<file path="src/fir_lp_pkg.sv">
// Package for the 23-tap low-pass FIR: tap count and coefficient table.
// Depends on nothing; used by the cells and the top level.
`default_nettype none

package fir_lp_pkg;

  localparam int TAPS            = 23;
  localparam int HALF_TAPS       = 12;
  localparam int TABLE_FRAC_BITS = 30;
  localparam int GUARD_BITS      = 5;   // sum of |coef| stays below 2^5

  // Distinct coefficients for taps 0..11 in Q2.30; the rest mirror them
  localparam longint COEF_Q30 [HALF_TAPS] = '{
    -64'sd9334064,   -64'sd10089800,  -64'sd11061750,  -64'sd6840400,
    64'sd4573377,    64'sd24560611,   64'sd52251262,   64'sd85269017,
    64'sd119047140,  64'sd148578386,  64'sd168614638,  64'sd175810230
  };

  // Coefficient of tap n with frac fraction bits, rounded half away from zero
  function automatic longint coef_at(input int n, input int frac);
    int     k;
    int     sh;
    longint v;
    longint mag;
    logic   neg;
    k = (n < HALF_TAPS) ? n : (TAPS - 1 - n);
    if (k < 0) k = 0;
    if (k >= HALF_TAPS) k = HALF_TAPS - 1;
    sh = TABLE_FRAC_BITS - frac;
    v = COEF_Q30[k];
    if (sh <= 0) return v;
    neg = (v < 0);
    mag = neg ? -v : v;
    mag = (mag + (longint'(1) << (sh - 1))) >>> sh;
    return neg ? -mag : mag;
  endfunction

endpackage

`default_nettype wire

</file>
<file path="src/fir_lp_if.sv">
// Valid/ready channel interfaces for the FIR input and output words.
// No dependencies.
`default_nettype none

interface fir_lp_in_if #(parameter int W = 16);
  logic                valid;
  logic                ready;
  logic signed [W-1:0] sample;
  modport source (output valid, output sample, input ready);
  modport sink   (input valid, input sample, output ready);
endinterface

interface fir_lp_out_if #(parameter int W = 16);
  logic                valid;
  logic                ready;
  logic signed [W-1:0] filtered;
  modport source (output valid, output filtered, input ready);
  modport sink   (input valid, input filtered, output ready);
endinterface

`default_nettype wire

</file>
<file path="src/fir_lp_cell.sv">
// One transposed-form FIR cell: multiply the new sample by its tap and add
// the neighbor's partial sum. Uses fir_lp_pkg.
`default_nettype none

module fir_lp_cell #(
  parameter int SW = 16,
  parameter int CW = 16,
  parameter int AW = 37
) (
  input  logic                 clk_i,
  input  logic                 rst_ni,
  input  logic                 en_i,
  input  logic signed [SW-1:0] sample_i,
  input  logic signed [CW-1:0] coef_i,
  input  logic signed [AW-1:0] sum_i,
  output logic signed [AW-1:0] sum_o
);
  import fir_lp_pkg::*;

  logic signed [SW+CW-1:0] prod;
  logic signed [AW-1:0]    sum_d;
  logic signed [AW-1:0]    sum_q;

  assign prod  = sample_i * coef_i;
  assign sum_d = AW'(prod) + sum_i;

  always_ff @(posedge clk_i or negedge rst_ni) begin
    if (!rst_ni) begin
      sum_q <= '0;
    end else if (en_i) begin
      sum_q <= sum_d;
    end
  end

  assign sum_o = sum_q;

endmodule

`default_nettype wire

</file>
<file path="src/fir_lowpass_23tap_top.sv">
// 23-tap low-pass FIR, transposed form: a chain of multiply-add cells.
// Each word's sum lands in the cell 0 sum register, then passes to the
// round/saturate register. Throughput: one word per cycle; the input
// stalls only while both the sum and output registers hold untaken words.
// Reset (async, active low) zeroes all partial sums, i.e. an all-zero
// sample history, and empties both stages. Uses fir_lp_pkg, fir_lp_if.
`default_nettype none

module fir_lowpass_23tap_top #(
  parameter int SAMPLE_WIDTH   = 16,
  parameter int COEF_FRAC_BITS = 15
) (
  input  logic clk_i,
  input  logic rst_ni,
  fir_lp_in_if.sink    in_i,
  fir_lp_out_if.source out_o
);
  import fir_lp_pkg::*;

  localparam int SW = SAMPLE_WIDTH;
  localparam int CW = COEF_FRAC_BITS + 1;       // all taps |c| < 0.5
  localparam int AW = SW + CW + GUARD_BITS;     // exact accumulator

  // Partial sums; sums[0] is the finished filter output for the last word
  logic signed [AW-1:0] sums [TAPS];
  logic                 accept;
  logic                 acc_v_q;
  logic                 out_v_q;
  logic                 out_load;
  logic signed [SW-1:0] filt_q;
  logic signed [SW-1:0] filt_d;

  assign out_load    = acc_v_q && (!out_v_q || out_o.ready);
  // Cell 0 holds the finished sum, so it may only be replaced once it moves on
  assign in_i.ready  = !acc_v_q || out_load;
  assign accept      = in_i.valid && in_i.ready;

  // Chain of cells: cell k adds c[k]*x to the partial sum of cell k+1
  for (genvar k = 0; k < TAPS; k++) begin : g_cell
    localparam longint CoefL = coef_at(k, COEF_FRAC_BITS);
    localparam logic signed [CW-1:0] Coef = CW'(CoefL);
    logic signed [AW-1:0] sum_in;

    if (k == TAPS - 1) begin : g_last
      assign sum_in = '0;
    end else begin : g_mid
      assign sum_in = sums[k+1];
    end

    fir_lp_cell #(
      .SW (SW),
      .CW (CW),
      .AW (AW)
    ) u_cell (
      .clk_i    (clk_i),
      .rst_ni   (rst_ni),
      .en_i     (accept),
      .sample_i (in_i.sample),
      .coef_i   (Coef),
      .sum_i    (sum_in),
      .sum_o    (sums[k])
    );
  end

  // Round half up, drop fraction bits, then clamp to the sample range
  logic signed [AW-1:0] rnd_sum;
  logic signed [AW-1:0] shifted;
  logic                 in_range;

  assign rnd_sum  = sums[0] + (AW'(1) <<< (COEF_FRAC_BITS - 1));
  assign shifted  = rnd_sum >>> COEF_FRAC_BITS;
  // in range when every bit from the sample sign up matches the top bit
  assign in_range = (shifted[AW-1:SW-1] == '0) || (shifted[AW-1:SW-1] == '1);

  always_comb begin
    if (in_range) begin
      filt_d = shifted[SW-1:0];
    end else if (shifted[AW-1]) begin
      filt_d = {1'b1, {(SW-1){1'b0}}};
    end else begin
      filt_d = {1'b0, {(SW-1){1'b1}}};
    end
  end

  // Stage valids
  always_ff @(posedge clk_i or negedge rst_ni) begin
    if (!rst_ni) begin
      acc_v_q <= 1'b0;
      out_v_q <= 1'b0;
    end else begin
      if (accept) begin
        acc_v_q <= 1'b1;
      end else if (out_load) begin
        acc_v_q <= 1'b0;
      end
      if (out_load) begin
        out_v_q <= 1'b1;
      end else if (out_o.ready) begin
        out_v_q <= 1'b0;
      end
    end
  end

  // Output word register
  always_ff @(posedge clk_i) begin
    if (out_load) begin
      filt_q <= filt_d;
    end
  end

  assign out_o.valid    = out_v_q;
  assign out_o.filtered = filt_q;

endmodule

`default_nettype wire

</file>
<file path="src/flat_wrapper.sv">
// flat-port wrapper written by rule: the top's interface ports become plain ports
module fir_lowpass_23tap_top_flat import fir_lp_pkg::*;
#(
  parameter int SAMPLE_WIDTH   = 16,
  parameter int COEF_FRAC_BITS = 15
)
  (clk_i, rst_ni, in_i_valid, in_i_sample, in_i_ready, out_o_valid, out_o_filtered, out_o_ready);
  fir_lp_in_if #(.W(16)) in_i_i ();
  fir_lp_out_if #(.W(16)) out_o_i ();
  input  logic clk_i;
  input  logic rst_ni;
  input wire logic [$bits(in_i_i.valid)-1:0] in_i_valid;
  input wire logic [$bits(in_i_i.sample)-1:0] in_i_sample;
  output wire logic [$bits(in_i_i.ready)-1:0] in_i_ready;
  output wire logic [$bits(out_o_i.valid)-1:0] out_o_valid;
  output wire logic [$bits(out_o_i.filtered)-1:0] out_o_filtered;
  input wire logic [$bits(out_o_i.ready)-1:0] out_o_ready;
  assign in_i_i.valid = in_i_valid;
  assign in_i_i.sample = in_i_sample;
  assign in_i_ready = in_i_i.ready;
  assign out_o_valid = out_o_i.valid;
  assign out_o_filtered = out_o_i.filtered;
  assign out_o_i.ready = out_o_ready;
  fir_lowpass_23tap_top #(.SAMPLE_WIDTH(SAMPLE_WIDTH), .COEF_FRAC_BITS(COEF_FRAC_BITS)) u_core (.clk_i(clk_i), .rst_ni(rst_ni), .in_i(in_i_i), .out_o(out_o_i));
endmodule
</file>
<file path="config.mk">
export PLATFORM = sky130hd
export DESIGN_NAME = fir_lowpass_23tap_top_flat
export DESIGN_NICKNAME = d
export VERILOG_FILES = /design/src/fir_lp_pkg.sv /design/src/fir_lp_if.sv /design/src/fir_lp_cell.sv /design/src/fir_lowpass_23tap_top.sv /design/src/flat_wrapper.sv
export SDC_FILE = /design/constraint.sdc
export NUM_CORES = 2
export LEC_CHECK = 0
export BUFFER_PORTS_ARGS = -buffer_cell sky130_fd_sc_hd__buf_4
export CELL_PAD_IN_SITES_DETAIL_PLACEMENT = 1
export CELL_PAD_IN_SITES_GLOBAL_PLACEMENT = 2
export CORE_AREA = 2 2 690 349
export DETAILED_ROUTE_END_ITERATION = 6
export DIE_AREA = 0 0 692 351
export MAX_ROUTING_LAYER = met4
export PLACE_DENSITY_LB_ADDON = 0.1
export SYNTH_ARGS = -nofsm -noshare
export SYNTH_HDL_FRONTEND = slang
export SYNTH_SLANG_ARGS = --single-unit
</file>
<file path="constraint.sdc">
create_clock -name clk_i -period 7.2 [get_ports clk_i]
set_input_delay 0 -clock clk_i [delete_from_list [all_inputs] [get_ports clk_i]]
set_output_delay 0 -clock clk_i [all_outputs]
set_load 0.01 [all_outputs]
</file>
==> results.md <==
- The run finished, with violations left.
- The final reports fail on max-capacitance violations, max-slew violations.
- For this run, design rule violations remaining after detail routing come to 0.
- The post-synthesis instance area is 99000 sq um.
- The CTS H-tree depth is 3.
- The data required time of the critical path is 7.87 ns.
- The initial core utilization is 0.417.
- The area added between synthesis and finish is 28.0%.
- The total count of hold-check failures in the final report is 0.
- The detailed router placed 97300 vias in this run.
- The clock-pin slew reported for the worst setup and hold paths after clock tree synthesis is 0.06 ns.
- The initial antenna violation count is 42.
- The Yosys step of the flow raised 0 warnings.
- The clock latency of the later-clocked register in the worst-skew pair is 0.78 ns.
- The startpoint class of the critical path is a primary input.
- Setup repair after global routing could not meet its margin everywhere.
- The tree is rooted in a sky130_fd_sc_hd__clkbuf_16.
- Of the post-synthesis cell area, the dominant cell type holds 0.207.
- The post-synthesis instance total is 11300.
- The commonest register cell after synthesis is sky130_fd_sc_hd__dfrtp_1.
- The synthesized flop and latch total is 834.
- At the pin with the least slew margin, the transition time is 1.51 ns.
- The total area inside the core boundary comes to 238000 sq um.
- The path type of the worst setup path is in2reg.
- The floorplan step set the die width to 692 microns.
- The average vias per placed instance is 5.73.
- When the netlist entered floorplanning its net count stood at 13500.
- The sequential fraction of the synthesis area is 0.212.
- The leading cell type by number of instances after synthesis is sky130_fd_sc_hd__ha_1.
- The maximum number of pins on one net before global-route repair is 203.
- The buffer levels on the longest clock path is 3.
- The first TritonRoute pass finished after 6 iterations.
- In the final design database the tool counted 15900 nets.
- Ranked by instance count, the synthesized netlist is headed by 1463 x sky130_fd_sc_hd__ha_1, 1302 x sky130_fd_sc_hd__nand2_1, 1226 x sky130_fd_sc_hd__inv_1, 1037 x sky130_fd_sc_hd__o21ai_0, 818 x sky130_fd_sc_hd__dfrtp_1.
- The number of I/O pins is 38.
- The synthesized design spends more area on one cell type than any other, namely sky130_fd_sc_hd__dfrtp_1.
- The floorplan step defined a die boundary enclosing 243000 sq um.
- Yosys attributes the largest share of cell area to sky130_fd_sc_hd__dfrtp_1 21%, sky130_fd_sc_hd__ha_1 18%, sky130_fd_sc_hd__fa_1 13%, sky130_fd_sc_hd__o21ai_0 5.2%, sky130_fd_sc_hd__nand2_1 4.9%.
- The critical path's most frequent cell is sky130_fd_sc_hd__buf_4.
- The number of design-rule violations left by the first detailed-router iteration is 9825.
- The congestion estimate from routability-driven global placement came to 1.10.
- In the final routed layout, each cell accounts on average for 27.6 microns.
- The worst-path cell with the longest stage delay is sky130_fd_sc_hd__fa_1.
- The sum of net half-perimeters after detailed placement is 399 mm.
- In this run, CTS created clock tree buffers numbering 91.
- The number of enable-type register cells in the synthesized netlist is 16.
- The worst setup skew after layout is 0.0749 ns.
- The total detailed-routing wirelength is 469 mm.
- Data on the critical path arrives at its endpoint at 7.86 ns.
- For this design, the sink count on the clock tree is 834.
- For this run, the slowest stage of the critical path takes 0.51 ns.
- Setup violations remaining at the end of the flow were counted as 0.
- The height of the chip is 351 microns.
- The wire length of the first global-routing pass is 678 mm.
- TritonCTS built the clock tree.
- The filler cells instantiated in the layout total 27800.
- The number of global-route vias before repair is 99500.
- Based on the critical path, the design can be clocked at up to 0.139 GHz.
- The max-slew violation count came to 2.
- After synthesis, the netlist uses 102 different library cells.
- Of all nets on the critical path, the largest fanout is 6.
- In this run the tightest slew margin relative to its limit is -0.0130.
- The total buffers and inverters traversed by the critical path is 11.
- The tightest min-delay check is of the in2reg type.
- The number of buffers added on ports is 37.
- The row count is 127.
- For this run the aggregate overflow at the end of global routing stands at 0.
- The max-capacitance violation count is 1.
- Of the cells placed in the final design, the portion with a size suffix greater than 1 is 0.219.
- The synthesized area per cell is 8.76 sq um.
- The kind of cell with the highest combined delay along the critical path is compound AO/OA/AOI/OAI gates.
- Of all flip-flops after synthesis, the portion carrying an async set or reset was 0.981.
- The finished cells cover 127000 sq um.
- The routed design could run at a clock period as short as 7.18 ns.
- After routing, the total negative slack on setup checks comes to 0 ns.
- STA classifies the critical path endpoint as a register.
- The placed instance area is 122000 sq um.
- Once detail routing completed, the nets flagged for antenna violations numbered 0.
- The overall fraction of global-route tracks in use is 0.390.
- Of the available clock period, the critical path in the final layout requires 0.998.
==> final cells by class <==
class / count / area (sq um) / share of cell area
antenna: 34 / 85.1 / 0.000671
sequential: 834 / 21000 / 0.165
inverter: 1226 / 4610 / 0.0364
multi-input combinational: 9023 / 74100 / 0.584
tap: 3160 / 3950 / 0.0312
timing repair buffer: 2533 / 20000 / 0.157
clock inverter: 53 / 634 / 0.00501
clock buffer: 113 / 2480 / 0.0196
==> flip-flops by register name, summed over array words and instances, names as in the netlist <==
signal,count
u_core.acc_v_q,1
u_core.g_cell.u_cell.sum_o,816
u_core.out_o.filtered,16
u_core.out_o.valid,1
==> layer usage <==
| metal | part of all wire | up-vias | routed length, microns | GRT usage |
|---|---|---|---|---|
| met3 | 0.13 | 357 | 59900 | 0.157 |
| met1 | 0.49 | 49700 | 232000 | 0.587 |
| met5 | 0 | - | 0 | - |
| met4 | 0.013 | 0 | 6290 | 0.0512 |
| li1 | - | 44100 | - | - |
| met2 | 0.36 | 3186 | 171000 | 0.485 |
==> layout by cell type (no fill, tap or decap), types with 58 or more instances in the layout <==
cell type	n
sky130_fd_sc_hd__buf_12	63
sky130_fd_sc_hd__buf_4	2436
sky130_fd_sc_hd__dfrtp_1	818
sky130_fd_sc_hd__and3_1	91
sky130_fd_sc_hd__o31ai_1	68
sky130_fd_sc_hd__a21oi_1	696
sky130_fd_sc_hd__clkbuf_16	91
sky130_fd_sc_hd__xor2_1	390
sky130_fd_sc_hd__o21a_1	125
sky130_fd_sc_hd__nor3_1	157
sky130_fd_sc_hd__nand2b_1	124
sky130_fd_sc_hd__nand3_1	193
sky130_fd_sc_hd__a21o_1	423
sky130_fd_sc_hd__a31oi_1	84
sky130_fd_sc_hd__o21ai_0	1004
sky130_fd_sc_hd__a211oi_1	102
sky130_fd_sc_hd__xnor2_1	477
sky130_fd_sc_hd__nand4_1	58
sky130_fd_sc_hd__or3_1	58
sky130_fd_sc_hd__nor2b_1	97
sky130_fd_sc_hd__inv_1	1223
sky130_fd_sc_hd__nand2_1	1300
sky130_fd_sc_hd__ha_1	1439
sky130_fd_sc_hd__o21bai_1	117
sky130_fd_sc_hd__fa_1	654
sky130_fd_sc_hd__nor2_1	473
==> timing repair <==
action	CTS	global route
pin swaps	13	80
cloned	0	0
hold buffers	7	0
buffers inserted	6	32
endpoints found under the hold margin	341	0
resized for setup	52	250
setup endpoints to repair	77	151
==> cells by family after synthesis <==
kind of cell | share of synthesized area
AOI/OAI and AO/OA | 0.197
xor gates and xnor gates | 0.0820
adders and majority gates | 0.319
buffers and inverters | 0.0551
DFF | 0.212
muxes | 0.00612
and+or+nand+nor | 0.129
==> path summary, 6_finish.rpt <==
kind                                                                 from                                              to  slack, ns  depth (start not counted)
max                                                        in_i_sample[4]  u_core.g_cell[15].u_cell.sum_o[33]$_DFFE_PN0P_       0.02                         36
min                                                        in_i_sample[2]   u_core.g_cell[14].u_cell.sum_o[2]$_DFFE_PN0P_       0.07                          5
max reg2reg                u_core.g_cell[12].u_cell.sum_o[11]$_DFFE_PN0P_  u_core.g_cell[11].u_cell.sum_o[25]$_DFFE_PN0P_       0.20                         21
min reg2reg                  u_core.g_cell[6].u_cell.sum_o[0]$_DFFE_PN0P_    u_core.g_cell[5].u_cell.sum_o[0]$_DFFE_PN0P_       0.47                          2
max in group asynchronous                                          rst_ni  u_core.g_cell[10].u_cell.sum_o[22]$_DFFE_PN0P_       5.30                          5
min in group asynchronous                                          rst_ni  u_core.g_cell[20].u_cell.sum_o[34]$_DFFE_PN0P_       0.49                          4
==> tightest hold or removal path, delay by kind of cell <==
kind                       cells  cell delay, ns
AOI/OAI and AO/OA              1            0.13
buffers and inverters          2            0.32
xor gates and xnor gates       1            0.08
adders and majority gates      1            0.22
==> through the flow <==
step                      utilization  hold WS (ns)  worst slack [ns]  cells
after floorplan                     -        -0.296           -0.0549  11300
after global placement          0.512        0.0789             -1.57  16700
after detailed placement        0.512        0.0888             -1.73  16700
after CTS                       0.527       0.00486          0.000190  16900
after global routing            0.533        0.0967            -0.126  17000
final                           0.533        0.0670            0.0170  17000
Power is left out: the tool's default activity adds up to more than one toggle a clock period on the data nets, which glitch-free logic cannot reach.
